<file path="src/hw/rtl/assert_macros.svh">
// Assertion macros for the RTL file that carries checks.
`ifndef ASSERT_MACROS_SVH
`define ASSERT_MACROS_SVH

// Check a property on every rising aclk edge outside reset.
`define BRLP_ASSERT(label, prop, msg) \
    label: assert property (@(posedge aclk) disable iff (!aresetn) (prop)) else $error(msg);

// Flag any rising aclk edge outside reset at which cond holds.
`define BRLP_NEVER(label, cond, msg) \
    label: assert property (@(posedge aclk) disable iff (!aresetn) !(cond)) else $error(msg);

`endif

</file>
<file path="src/hw/rtl/brlp_pkg.sv">
// Shared constants and types of the byte run-length packer.
package brlp_pkg;

    localparam int LIT_DEPTH = 128;
    localparam int LIT_AW    = $clog2(LIT_DEPTH);
    localparam int CNT_W     = 7;
    localparam int WORD_W    = 64;
    localparam int BCNT_W    = 4;

    localparam logic [CNT_W-1:0] MAX_PACKET = 7'd127;
    localparam logic [CNT_W-1:0] RUN_START  = 7'd2;

    localparam logic [1:0] KIND_IDLE = 2'd0;
    localparam logic [1:0] KIND_RUN  = 2'd1;
    localparam logic [1:0] KIND_LIT  = 2'd2;

    localparam logic [7:0] HDR_B0   = 8'h50;
    localparam logic [7:0] HDR_B1   = 8'h47;
    localparam logic [7:0] HDR_B2   = 8'h01;
    localparam logic [7:0] RUN_FLAG = 8'h80;

    typedef struct packed {
        logic              en;
        logic [LIT_AW-1:0] addr;
        logic [7:0]        data;
    } lit_wr_t;

endpackage

</file>
<file path="src/hw/rtl/brlp_lit_store.sv">
// Literal byte store: one write port, one registered read port.
module brlp_lit_store import brlp_pkg::*; (
    input  logic              aclk,
    input  lit_wr_t           wr,
    input  logic              rd_en,
    input  logic [LIT_AW-1:0] rd_addr,
    output logic [7:0]        rd_data
);

    logic [7:0] mem [0:LIT_DEPTH-1];
    logic [7:0] rd_data_reg;

    always_ff @(posedge aclk) begin
        if (wr.en) begin
            mem[wr.addr] <= wr.data;
        end
    end

    // Hold the read data while the reader stalls.
    always_ff @(posedge aclk) begin
        if (rd_en) begin
            rd_data_reg <= mem[rd_addr];
        end
    end

    assign rd_data = rd_data_reg;

endmodule

</file>
<file path="src/hw/rtl/byte_run_length_packer.sv">
// Byte run-length packer. Takes one byte per transaction on the s_ channel (s_tlast marks the
// frame's final byte) and returns packed words of up to 8 bytes on the m_ channel. With
// compression on, each frame opens with a 3-byte header word, then run packets (0x80|count,
// value) and literal packets (count, bytes) follow; with it off each byte comes back as a
// 1-byte word. One item is handled at a time by a small sequencer, which takes no new byte
// until the last is through; the header, the start of a run, a run word, a frame end and each
// literal byte take steps of their own (a differing byte that closes a run is then taken
// again), as the literal store is read one byte a cycle while the output can take words and a
// single byte-insert shifter builds the words. A stalled m_ channel holds the sequencer.
`include "assert_macros.svh"

module byte_run_length_packer import brlp_pkg::*; (
    input  logic        aclk,
    input  logic        aresetn,
    input  logic        cfg_wr_en,
    input  logic        cfg_wr_data,   // compress_enable
    input  logic        s_tvalid,
    output logic        s_tready,
    input  logic [7:0]  s_tdata,       // [7:0] data_byte
    input  logic        s_tlast,       // frame_last
    output logic        m_tvalid,
    input  logic        m_tready,
    output logic [71:0] m_tdata,       // [63:0] out_bytes, [67:64] byte_count, rest zero
    output logic        m_tlast,       // frame_done
    output logic        m_tuser        // last_of_run
);

    localparam logic [3:0] S_IDLE      = 4'd0;
    localparam logic [3:0] S_HDR       = 4'd1;
    localparam logic [3:0] S_FEED      = 4'd2;
    localparam logic [3:0] S_START_RUN = 4'd3;
    localparam logic [3:0] S_FLUSH     = 4'd4;
    localparam logic [3:0] S_FEND      = 4'd5;
    localparam logic [3:0] S_RUN       = 4'd6;
    localparam logic [3:0] S_LIT       = 4'd7;
    localparam logic [3:0] S_DONE      = 4'd8;

    logic [3:0]        state_reg, state_next;
    logic [3:0]        ret_reg, ret_next;
    logic              cfg_reg;
    logic [7:0]        x_reg, x_next;
    logic              last_reg, last_next;
    logic [1:0]        kind_reg, kind_next;
    logic [CNT_W-1:0]  lc_reg, lc_next;
    logic [7:0]        rv_reg, rv_next;
    logic [CNT_W-1:0]  rc_reg, rc_next;
    logic [7:0]        la_reg, la_next;
    logic              lv_reg, lv_next;
    logic              hp_reg, hp_next;
    logic [7:0]        pos_reg, pos_next;
    logic [2:0]        wcnt_reg, wcnt_next;
    logic [WORD_W-1:0] wbuf_reg, wbuf_next;

    logic              pend_valid_reg, pend_valid_next;
    logic [WORD_W-1:0] pend_data_reg, pend_data_next;
    logic [BCNT_W-1:0] pend_cnt_reg, pend_cnt_next;
    logic              m_valid_reg, m_valid_next;
    logic [WORD_W-1:0] m_data_reg, m_data_next;
    logic [BCNT_W-1:0] m_cnt_reg, m_cnt_next;
    logic              m_fd_reg, m_fd_next;
    logic              m_lor_reg, m_lor_next;

    lit_wr_t           lit_wr;
    logic              rd_en;
    logic [7:0]        rd_data;

    logic              prod_req;
    logic [WORD_W-1:0] prod_data;
    logic [BCNT_W-1:0] prod_cnt;
    logic              prod_fire;
    logic              done_push;
    logic              out_free;
    logic              can_produce;

    logic [7:0]        lit_byte;
    logic [WORD_W-1:0] wbuf_ins;
    logic              word_full;
    logic              pkt_end;
    logic              lit_emit;

    brlp_lit_store u_lit_store (
        .aclk    (aclk),
        .wr      (lit_wr),
        .rd_en   (rd_en),
        .rd_addr (pos_reg[LIT_AW-1:0]),
        .rd_data (rd_data)
    );

    assign s_tready    = (state_reg == S_IDLE);
    assign out_free    = !m_valid_reg || m_tready;
    assign can_produce = !pend_valid_reg || out_free;
    assign prod_fire   = prod_req && can_produce;

    // Byte-insert shifter: the one unit that assembles literal words.
    assign lit_byte  = (pos_reg == 8'd0) ? {1'b0, lc_reg} : rd_data;
    assign wbuf_ins  = wbuf_reg | ({{(WORD_W-8){1'b0}}, lit_byte} << {wcnt_reg, 3'b000});
    assign word_full = (wcnt_reg == 3'd7);
    assign pkt_end   = (pos_reg == {1'b0, lc_reg});
    assign lit_emit  = word_full || pkt_end;

    always_comb begin
        state_next = state_reg;
        ret_next   = ret_reg;
        x_next     = x_reg;
        last_next  = last_reg;
        kind_next  = kind_reg;
        lc_next    = lc_reg;
        rv_next    = rv_reg;
        rc_next    = rc_reg;
        la_next    = la_reg;
        lv_next    = lv_reg;
        hp_next    = hp_reg;
        pos_next   = pos_reg;
        wcnt_next  = wcnt_reg;
        wbuf_next  = wbuf_reg;
        lit_wr     = '0;
        rd_en      = 1'b0;
        prod_req   = 1'b0;
        prod_data  = '0;
        prod_cnt   = '0;
        done_push  = 1'b0;

        case (state_reg)
            S_IDLE: begin
                if (s_tvalid) begin
                    x_next    = s_tdata;
                    last_next = s_tlast;
                    if (!cfg_reg) begin
                        // Pass the byte through and drop any open packet.
                        prod_req   = 1'b1;
                        prod_data  = {{(WORD_W-8){1'b0}}, s_tdata};
                        prod_cnt   = 4'd1;
                        kind_next  = KIND_IDLE;
                        lv_next    = 1'b0;
                        lc_next    = '0;
                        rc_next    = '0;
                        hp_next    = 1'b1;
                        state_next = S_DONE;
                    end else begin
                        state_next = hp_reg ? S_HDR : S_FEED;
                    end
                end
            end
            S_HDR: begin
                prod_req  = 1'b1;
                prod_data = {{(WORD_W-24){1'b0}}, HDR_B2, HDR_B1, HDR_B0};
                prod_cnt  = 4'd3;
                if (can_produce) begin
                    hp_next    = 1'b0;
                    state_next = S_FEED;
                end
            end
            S_FEED: begin
                if (kind_reg == KIND_RUN) begin
                    if (x_reg == rv_reg && rc_reg < MAX_PACKET) begin
                        rc_next = rc_reg + 7'd1;
                        if (rc_reg + 7'd1 >= MAX_PACKET) begin
                            ret_next   = S_FLUSH;
                            state_next = S_RUN;
                        end else begin
                            state_next = S_FLUSH;
                        end
                    end else begin
                        // Close the run, then come back with no packet open.
                        ret_next   = S_FEED;
                        state_next = S_RUN;
                    end
                end else if (kind_reg == KIND_LIT) begin
                    if (la_reg != x_reg) begin
                        lit_wr.en   = 1'b1;
                        lit_wr.addr = lc_reg[LIT_AW-1:0];
                        lit_wr.data = la_reg;
                        lc_next     = lc_reg + 7'd1;
                        la_next     = x_reg;
                        lv_next     = 1'b1;
                        if (lc_reg + 7'd1 >= MAX_PACKET) begin
                            ret_next   = S_FLUSH;
                            state_next = S_LIT;
                        end else begin
                            state_next = S_FLUSH;
                        end
                    end else begin
                        ret_next   = S_START_RUN;
                        state_next = S_LIT;
                    end
                end else begin
                    if (!lv_reg) begin
                        la_next    = x_reg;
                        lv_next    = 1'b1;
                        state_next = S_FLUSH;
                    end else if (la_reg == x_reg) begin
                        state_next = S_START_RUN;
                    end else begin
                        lit_wr.en   = 1'b1;
                        lit_wr.addr = '0;
                        lit_wr.data = la_reg;
                        lc_next     = 7'd1;
                        kind_next   = KIND_LIT;
                        la_next     = x_reg;
                        lv_next     = 1'b1;
                        state_next  = S_FLUSH;
                    end
                end
            end
            S_START_RUN: begin
                kind_next = KIND_RUN;
                rv_next   = la_reg;
                rc_next   = RUN_START;
                lv_next   = 1'b0;
                if (RUN_START >= MAX_PACKET) begin
                    ret_next   = S_FLUSH;
                    state_next = S_RUN;
                end else begin
                    state_next = S_FLUSH;
                end
            end
            S_FLUSH: begin
                if (!last_reg) begin
                    state_next = S_DONE;
                end else if (kind_reg == KIND_RUN) begin
                    ret_next   = S_FEND;
                    state_next = S_RUN;
                end else if (kind_reg == KIND_LIT) begin
                    lit_wr.en   = 1'b1;
                    lit_wr.addr = lc_reg[LIT_AW-1:0];
                    lit_wr.data = la_reg;
                    lc_next     = lc_reg + 7'd1;
                    ret_next    = S_FEND;
                    state_next  = S_LIT;
                end else if (lv_reg) begin
                    lit_wr.en   = 1'b1;
                    lit_wr.addr = '0;
                    lit_wr.data = la_reg;
                    lc_next     = 7'd1;
                    kind_next   = KIND_LIT;
                    ret_next    = S_FEND;
                    state_next  = S_LIT;
                end else begin
                    state_next = S_FEND;
                end
            end
            S_FEND: begin
                kind_next  = KIND_IDLE;
                lv_next    = 1'b0;
                hp_next    = 1'b1;
                state_next = S_DONE;
            end
            S_RUN: begin
                prod_req  = 1'b1;
                prod_data = {{(WORD_W-16){1'b0}}, rv_reg, RUN_FLAG | {1'b0, rc_reg}};
                prod_cnt  = 4'd2;
                if (can_produce) begin
                    kind_next  = KIND_IDLE;
                    rc_next    = '0;
                    state_next = ret_reg;
                end
            end
            S_LIT: begin
                if (lit_emit) begin
                    prod_req  = 1'b1;
                    prod_data = wbuf_ins;
                    prod_cnt  = {1'b0, wcnt_reg} + 4'd1;
                end
                if (!lit_emit || can_produce) begin
                    rd_en    = 1'b1;
                    pos_next = pos_reg + 8'd1;
                    if (lit_emit) begin
                        wbuf_next = '0;
                        wcnt_next = '0;
                    end else begin
                        wbuf_next = wbuf_ins;
                        wcnt_next = wcnt_reg + 3'd1;
                    end
                    if (pkt_end) begin
                        kind_next  = KIND_IDLE;
                        lc_next    = '0;
                        pos_next   = '0;
                        state_next = ret_reg;
                    end
                end
            end
            S_DONE: begin
                // Release the held word as the item's final transaction.
                if (!pend_valid_reg) begin
                    state_next = S_IDLE;
                end else if (out_free) begin
                    done_push  = 1'b1;
                    state_next = S_IDLE;
                end
            end
            default: begin
                state_next = S_IDLE;
            end
        endcase
    end

    // A word waits in the pending slot until the next word or the item's end shows
    // whether it is the last one.
    always_comb begin
        pend_valid_next = pend_valid_reg;
        pend_data_next  = pend_data_reg;
        pend_cnt_next   = pend_cnt_reg;
        m_valid_next    = m_valid_reg && !m_tready;
        m_data_next     = m_data_reg;
        m_cnt_next      = m_cnt_reg;
        m_fd_next       = m_fd_reg;
        m_lor_next      = m_lor_reg;

        if ((prod_fire && pend_valid_reg) || done_push) begin
            m_valid_next = 1'b1;
            m_data_next  = pend_data_reg;
            m_cnt_next   = pend_cnt_reg;
            m_fd_next    = done_push && last_reg;
            m_lor_next   = done_push;
        end
        if (prod_fire) begin
            pend_valid_next = 1'b1;
            pend_data_next  = prod_data;
            pend_cnt_next   = prod_cnt;
        end else if (done_push) begin
            pend_valid_next = 1'b0;
        end
    end

    always_ff @(posedge aclk) begin
        if (!aresetn) begin
            state_reg      <= S_IDLE;
            cfg_reg        <= 1'b1;
            kind_reg       <= KIND_IDLE;
            lc_reg         <= '0;
            rv_reg         <= '0;
            rc_reg         <= '0;
            la_reg         <= '0;
            lv_reg         <= 1'b0;
            hp_reg         <= 1'b1;
            pos_reg        <= '0;
            wcnt_reg       <= '0;
            wbuf_reg       <= '0;
            pend_valid_reg <= 1'b0;
            m_valid_reg    <= 1'b0;
        end else begin
            state_reg      <= state_next;
            if (cfg_wr_en) begin
                cfg_reg <= cfg_wr_data;
            end
            kind_reg       <= kind_next;
            lc_reg         <= lc_next;
            rv_reg         <= rv_next;
            rc_reg         <= rc_next;
            la_reg         <= la_next;
            lv_reg         <= lv_next;
            hp_reg         <= hp_next;
            pos_reg        <= pos_next;
            wcnt_reg       <= wcnt_next;
            wbuf_reg       <= wbuf_next;
            pend_valid_reg <= pend_valid_next;
            m_valid_reg    <= m_valid_next;
        end
    end

    always_ff @(posedge aclk) begin
        ret_reg       <= ret_next;
        x_reg         <= x_next;
        last_reg      <= last_next;
        pend_data_reg <= pend_data_next;
        pend_cnt_reg  <= pend_cnt_next;
        m_data_reg    <= m_data_next;
        m_cnt_reg     <= m_cnt_next;
        m_fd_reg      <= m_fd_next;
        m_lor_reg     <= m_lor_next;
    end

    assign m_tvalid = m_valid_reg;
    assign m_tdata  = {4'b0000, m_cnt_reg, m_data_reg};
    assign m_tlast  = m_fd_reg;
    assign m_tuser  = m_lor_reg;

    `BRLP_NEVER(a_pend_empty_on_accept,
        s_tready && pend_valid_reg,
        "word left pending at accept")
    `BRLP_NEVER(a_lit_not_empty,
        (state_reg == S_IDLE) && (kind_reg == KIND_LIT) && (lc_reg == '0),
        "open literal has no bytes")
    `BRLP_NEVER(a_run_min_len,
        (state_reg == S_IDLE) && (kind_reg == KIND_RUN) && (rc_reg < RUN_START),
        "open run shorter than two")
    `BRLP_ASSERT(a_done_returns,
        (state_reg == S_DONE) && !pend_valid_reg |=> s_tready,
        "item end did not return to accept")

endmodule

</file>
<file path="config.mk">
export PLATFORM = sky130hd
export DESIGN_NAME = byte_run_length_packer
export DESIGN_NICKNAME = d
export VERILOG_FILES = /design/src/hw/rtl/brlp_pkg.sv /design/src/hw/rtl/brlp_lit_store.sv /design/src/hw/rtl/byte_run_length_packer.sv
export VERILOG_INCLUDE_DIRS = /design/src /design/src/hw/rtl
export SDC_FILE = /design/constraint.sdc
export NUM_CORES = 1
export LEC_CHECK = 0
export ABC_AREA = 0
export BUFFER_PORTS_ARGS = -buffer_cell sky130_fd_sc_hd__clkbuf_2
export CAP_MARGIN = 20
export CORE_MARGIN = 3
export CORE_UTILIZATION = 40
export DETAILED_ROUTE_END_ITERATION = 6
export SLEW_MARGIN = 20
export SYNTH_ARGS = -nofsm -noshare
export SYNTH_HDL_FRONTEND = slang
export SYNTH_SLANG_ARGS = --single-unit
</file>
<file path="constraint.sdc">
create_clock -name aclk -period 18.5 [get_ports aclk]
set_input_delay 0.925 -clock aclk [delete_from_list [all_inputs] [get_ports aclk]]
set_output_delay 0.925 -clock aclk [all_outputs]
set_load 0.05 [all_outputs]
</file>
==> results of run 1 <==
==> worst max-delay path, stage by stage, from the launching register on <==
cell and delay, ps:
dfxtp_4 670, buf_12 730, buf_4 770, mux4_2 600, mux4_2 530, mux4_2 480
mux2_2 270
==> worst max path at each step <==
stage | startpoint | slack [ps] | end | depth (start not counted)
detailed placement | pos_reg[0] | 13940 | u_lit_store.rd_data[1] | 6
finish | pos_reg[0] | 14050 | u_lit_store.rd_data[1] | 6
CTS | pos_reg[0] | 13910 | u_lit_store.rd_data[1] | 6
global placement | pos_reg[0] | 13980 | u_lit_store.rd_data[1] | 6
global route | pos_reg[0] | 13680 | u_lit_store.rd_data[1] | 6
floorplan | s_tvalid | 11200 | m_cnt_reg[0] | 5
==> per-layer routing <==
metal | GRT usage | share of wire | vias to the layer above | wire length (um)
met5 | 0 | 0 | - | 0
met3 | 0.0350 | 0.079 | 206 | 9720
met4 | 0.0534 | 0.023 | 0 | 2900
met1 | 0.265 | 0.42 | 14200 | 52100
met2 | 0.300 | 0.48 | 1260 | 58900
li1 | - | - | 11600 | -
==> per-stage QoR <==
stage                     setup slack (ps)  hold WS [ps]
after floorplan                      11200           400
after global placement               13980           407
after detailed placement             13940           405
after CTS                            13910           332
after global routing                 13680           360
final                                14050           380
==> cells by family (layout without fill, tap and decap cells) <==
logic type                 count (synthesis)  count (layout)
and+or+nand+nor                          566             566
AOI/OAI and AO/OA                        374             374
DFF                                     1298            1298
xor gates and xnor gates                  29              29
other                                      1               4
buffers and inverters                    221             407
muxes                                    357             357
adders and majority gates                 10              10
==> cell type report <==
class | count | area share
sequential | 1298 | 0.657
clock inverter | 77 | 0.0109
inverter | 25 | 0.00163
clock buffer | 172 | 0.0641
multi-input combinational | 1340 | 0.216
tap | 1650 | 0.0359
timing repair buffer | 133 | 0.0142
==> Yosys cell counts (all sizes together), types with 4 or more instances <==
cell type,instances
edfxtp,1182
nor2,314
mux4,272
dfxtp,116
a21oi,115
clkbuf,109
nand2,98
buf,87
a22oi,78
mux2i,70
o21ai,62
and2,27
nand3,25
a32oi,22
inv,22
nor2b,17
or3,17
xor2,17
mux2,15
nor3,14
a22o,13
xnor2,12
a221oi,11
ha,10
a211oi,9
and3,9
a31oi,8
nand2b,8
nand4,8
or4,8
o2111ai,7
nor4,6
o21a,5
o22ai,5
a311oi,4
o211ai,4
o31ai,4
or2,4
==> power breakdown <==
group / switching, mW / internal [mW] / leakage (nW)
clock: 1.12 / 1.48 / 2.10
sequential: 0.0588 / 3.31 / 13.9
combinational: 0.257 / 0.0771 / 3.82
total: 1.44 / 4.87 / 19.8
==> metrics list, run 1 <==
- During placement, the flow inserted port buffers numbering 86.
* Fraction of layout cells with a size suffix above 1: 0.212
- Sorting the synthesized cells by area gives the leading types as edfxtp_1, mux4_2, dfxtp_1.
- Between clock sinks in the finished design, the worst skew comes to 46.9 ps.
- Leaving out fill and tap cells, the most frequent cells in the layout are edfxtp_1, nor2_1, mux4_2, clkbuf_16, a21oi_1.
- Hold path startpoint: s_tlast
- The share of synthesized area in the top cell type comes to 0.694.
- Summed over all instances, the cell type with the most area after synthesis is edfxtp_1.
- Start of the worst register-to-register path: pos_reg[0]
- Number of register bits inferred by synthesis: approximately 1300
- Overall power consumption after layout is estimated at 6.31 mW.
- In this run the register-to-register setup slack is between 10000 and 15000 ps.
- Counting tap cells, the placed design contains a total of between 4000 and 5000 instances.
* Total Neg Setup Slack: 0 ps
- Routability-driven placement finished with a final weighted congestion of between 0.8 and 0.9.
- Die outline area: 0.132 sq mm
- The worst pin sits at a relative slew slack of 0.250.
* Peak supply drop: between 0.00007 and 0.00008 V
* Final number of max-transition violations: 0
- Post-synth EDFFs: 1182
- Kind of path behind the tightest hold check: input pin to flop
* Depth of the worst register-to-register path: 6
* Number of buffers inserted to repair setup after CTS: 0
* Post-CTS Resized: 0
- Area of placed instances: ~0.053 sq mm
* Die boundary width: 364 um
- Reported max-cap violation count: 0
- Total area of multi-input combinational cells: around 0.012 sq mm
- Pwr/cell area: 110 mW/mm^2
* Detailed Routing Iterations Pass 1: 6
- The run finished with clean final reports.
- Fill cells: 10500
* Final worst path period need: approximately 4500 ps
- Floorplan row count: 130
* Leading register cell type out of synthesis: edfxtp_1
* Clock Pin Slew Worst Setup and Hold Paths: 50 ps
- The synthesized-area fraction occupied by ao, oa, aoi and oai cells came to 0.0481.
* Highest attainable clock frequency: about 0.22 GHz
- Clock tree from TritonCTS: done
- STA classifies the critical path startpoint as a flop.
- Final Setup Violations: 0
* Transition at the pin with the smallest max-transition slack: ~1100 ps
- Of the total synthesized cell area, the portion taken by AND, OR, NAND and NOR gates is 0.0490.
- Counting every sink on the clock net gives around 1300.
* Detail-routed net length per standard cell: around 26 um
* Number of endpoints with negative hold slack in the final report: 0
- After detailed routing, the number of remaining DRC violations is 0.
* Maximum number of pins on one net before global-route repair: 142
* Area overhead of the layout relative to synthesis: 12.5%
* Count of non-filler cells in the finished layout: 4695
- The first global-routing pass estimated 184000 um of wire.
- The count of nets left with antenna violations once routing finished came out at 0.
* Total number of vias: roughly 27000
* Combinational family with the most area after synthesis: multiplexers
- Start-to-end type of the worst setup path: flop to flop
* Adder-cell share of the synthesized area: 0.00245
- Initial core utilization: 0.405
- The total overflow left after global routing is 0.
- Vias per std cell: around 5.8
* Count of synthesis-stage warnings from yosys: 0
- Gr usage total: 0.188
- Static Leakage: between 15 and 20 nW
* Mapped Avg Cell Area: approximately 18 sq um
- Count of hold buffers inserted by post-cts repair: 0
* Number of distinct library cells after synthesis: around 70
- For this design the top-level I/O count stands at 91.
- Counting flops with an async set or reset pin after synthesis yields a share of 0.
- CTS buffer count: 137
- Worst-skew pair later-pin latency: between 700 and 800 ps
* Root Buffer Master: clkbuf_16
- The die is about 360 um tall.
- No sink is reached through more buffers than the 3 on the longest clock path.
- The cell area that synthesis handed to floorplanning was between 0.05 and 0.06 sq mm.
- Vias in the first global route: 27300
* Data required time at the worst endpoint: between 15000 and 20000 ps
* Most common cell after layout, fill and taps aside: edfxtp_1
* Crit Path Max Fanout: 116
* Cell depth of the worst min-delay path: 1
- Of the total synthesized cell area, the portion taken by XOR and XNOR cells is 0.00497.
- Final Net Count: around 3000
- Share of synthesized area spent on multiplexers: 0.137
- In this run the critical register-to-register path is captured at u_lit_store.rd_data[1].
* Area inside the core boundary: roughly 0.13 sq mm
* Antenna Diode Count: 0
- Data arrival, critical path: slightly below 5000 ps
- At the end of the flow the core is filled with cells to 0.456.
* Reg area: ~0.038 sq mm
- DPL Wire Length: 75500 um
* Drt first-iter violations: around 3200
- Finished Cell Area: roughly 0.058 sq mm
* Tcrit/Tclk final: 0.241
- The H-tree was split into 4 levels.
* Total Wirelength: 124000 um
- Flip-flop count of the largest register after layout: between 1000 and 1500
- Setup repair after global routing left no endpoint under its margin.
* Hold Path End: last_reg
* Initial antenna violation count: 0
- Gate Count Post-Synth: ~2900
* Register area share after synthesis: 0.739
- The worst setup path is captured at a flop.
* Most flop-heavy register: u_lit_store.mem
Power figures use the tool's default switching activity.
==> run 2, diff against run 1 <==
==> constraint.sdc (replaced) <==
create_clock -name aclk -period 3.8 [get_ports aclk]
set_input_delay 0.19 -clock aclk [delete_from_list [all_inputs] [get_ports aclk]]
set_output_delay 0.19 -clock aclk [all_outputs]
set_load 0.05 [all_outputs]
==> run 2 against run 1 <==
The run now ends with design-rule violations left. Fmax grew 25%. Critical path depth grew 4. Combinational power grew to 5.1 times the previous value. Worst setup slack lost 14000 ps. Critical path type unchanged.
==> metrics list, run 2 (same netlist as run 1, synthesis figures left out) <==
* Detail-routed net length per standard cell: 25.9 um (-1.7%)
- The via count of the routed design is 28100 (+3.0%).
- The total track usage was 0.193 (+0.00533).
* Vias in the first global route: 28200 (+3.6%)
* Start-to-end type of the worst setup path: flop to flop
- The die extent in x came to 364 um (unchanged).
- Number of nets with antenna violations after detailed routing: 0 (unchanged)
- Detailed Routing Iterations Pass 1: 7 (+1)
- Final worst path period need: 3560 ps (-897 ps)
- The worst setup path is captured at a flop.
- The sum of net half-perimeters after detailed placement is 80300 um (+6.4%).
- Kind of path behind the tightest hold check: input pin to flop
* First-pass GRT wire length: 189000 um (+2.4%)
- The pin count of the biggest net entering global routing is 129 (-9.2%).
* Clock Pin Slew Worst Setup and Hold Paths: 60 ps (about the same)
- The worst supply voltage drop on vdd came to 0.000402 V (+460%).
- The core area is 0.126 sq mm (unchanged).
* Data required time at the worst endpoint: 4250 ps (-14720 ps)
- The number of failing hold endpoints at the final stage was 0 (unchanged).
- The run finished, with violations left.
- Pwr/cell area: 527 mW/mm^2 (+380%)
- The final reports fail on design-rule violations.
- Met3 routing resource usage after global routing: 0.0372 (+0.00216)
* Number of top-level pins: 91 (unchanged)
- The number of pins with negative max-slew slack in the final report was 0 (unchanged).
- Vias per std cell: 5.70 (-1.8%)
* Highest attainable clock frequency: 0.281 GHz (+25%)
- TritonCTS built the clock tree.
- The worst hold-check slack is 97.8 ps (-282 ps).
- The number of H-tree levels came to 4 (unchanged).
- The starting density of the core is 0.405 (unchanged).
- Final Setup Violations: 0 (unchanged)
* CTS Sinks: 1298 (unchanged)
- Fill cells: 10500 (-0.66%)
- Leaving out fill and tap cells, the most frequent cell in the layout is edfxtp_1.
- The global routing met1 resource utilization is 0.268 (+0.00297).
- The floorplan die area came to 0.132 sq mm (unchanged).
- Max-slew headroom: 0.249 (-0.00116)
- Crit Path Max Fanout: 8 (-93%)
* Number of buffers inserted to repair setup after CTS: 0 (unchanged)
- The number of remaining DRC errors is 1 (+1).
- Weighted congestion at the end of routability-driven global placement: 0.876 (+1.5%)
* Floorplan row count: 130 (unchanged)
- Transition at the pin with the smallest max-transition slack: 1120 ps (+6.19 ps)
* Initial antenna violation count: 3 (+3)
* Commonest cells after routing, fill and taps aside: edfxtp_1, nor2_1, mux4_2, buf_4, clkbuf_16
- Data arrival, critical path: 4010 ps (-920 ps)
* Final Net Count: 3194 (+7.9%)
* Total Neg Setup Slack: 0 ps (unchanged)
- The worst-skew pair later-pin latency was 750 ps (about the same).
- Most flop-heavy register: u_lit_store.mem
* Area overhead of the layout relative to synthesis: 17.0%
- The global-route track usage on met2 came to 0.311 (+0.0117).
* Root Buffer Master: clkbuf_16
* Drt first-iter violations: 3005 (-5.7%)
* Layer carrying the most global-route usage: met2
* Count of buffers from port buffering: 86 (unchanged)
- The sum of routed wire length over all layers came to 127000 um (+3.1%).
- The overflow left after global routing was 0 (unchanged).
- The number of violations of the max-capacitance limit came to 0 (unchanged).
- The buffer depth of the longest clock path was 3 (unchanged).
- Fraction of layout cells with a size suffix above 1: 0.263 (+0.0506)
* CTS buffer count: 136 (-0.73%)
- The clock skew was 30.5 ps (-16.4 ps).
- Antenna Diode Count: 0 (unchanged)
- The worst setup path is launched from a flop.
* Chip height: 364 um (unchanged)
- Static Leakage: 21.3 nW (+7.6%)
* Tcrit/Tclk final: 0.936 (+0.695)
* RSZ-0062 raised after global routing: false
- Flip-flop count of the largest register after layout: 1024 (unchanged)
run 2: cell count changes in the layout (fill, tap and decap cells not counted), sizes merged:
cell / previous run / this run
clkinv: 62 / 53
buf: 47 / 267
dlygate4sd3: 0 / 15
inv: 30 / 33
clkbuf: 258 / 246
bufinv: 4 / 18
clkinvlp: 6 / 3
run 2: layout make-up:
cell class                 count  area (sq um)  area share
sequential                  1298         37800       0.632
multi-input combinational   1340         12400       0.208
clock buffer                 160          3530      0.0591
timing repair buffer         368          2870      0.0480
tap                         1650          2060      0.0345
clock inverter                82           990      0.0165
inverter                      25          93.8     0.00157
run 2: critical path, stage by stage, from the launching register on:
cell and delay [ps]:
dfxtp_1 370, inv_1 70, ha_1 230, inv_1 200, nand3_1 120, or3_1 430, a21oi_1 410, nand4_1 550
buf_4 410, nor2_1 250, buf_4 210
run 2: path summary, 6_finish.rpt:
kind | start | cells after the start | to | slack [ps]
setup / recovery | kind_reg[1] | 10 | u_lit_store.mem[116][7] | 240
hold / removal | s_tvalid | 2 | x_reg[4] | 100
setup reg to reg | kind_reg[1] | 10 | u_lit_store.mem[116][7] | 240
hold reg to reg | pend_data_reg[53] | 0 | m_data_reg[53] | 420
run 2: through the flow:
step	worst slack (ps)	cell area, sq um	util	total power, mW	cells
floorplan	243	51200	-	17.8	2859
global route	134	59800	0.474	32.6	4923
finish	244	59800	0.474	31.6	4923
CTS	216	59800	0.474	31.8	4923
detailed placement	222	55100	0.437	18.4	4666
global placement	252	55100	0.437	18.3	4666
run 2: power by group:
part	switching [mW]	internal, mW	total (mW)
logic	1.30	0.416	1.72
registers	0.234	16.1	16.4
clock network	5.53	7.93	13.5
run 2: routing by layer:
metal	routed length, um	up-vias
met5	0	-
met4	3060	0
met3	9880	213
met2	61300	1224
met1	53200	14600
li1	-	12000
run 2: timing repair:
item | 4_1_cts | 5_1_grt
gates resized for setup | 0 | 1
endpoints found under the setup margin | 0 | 13
hold endpoints to repair | 26 | 0
hold buffers | 15 | 0
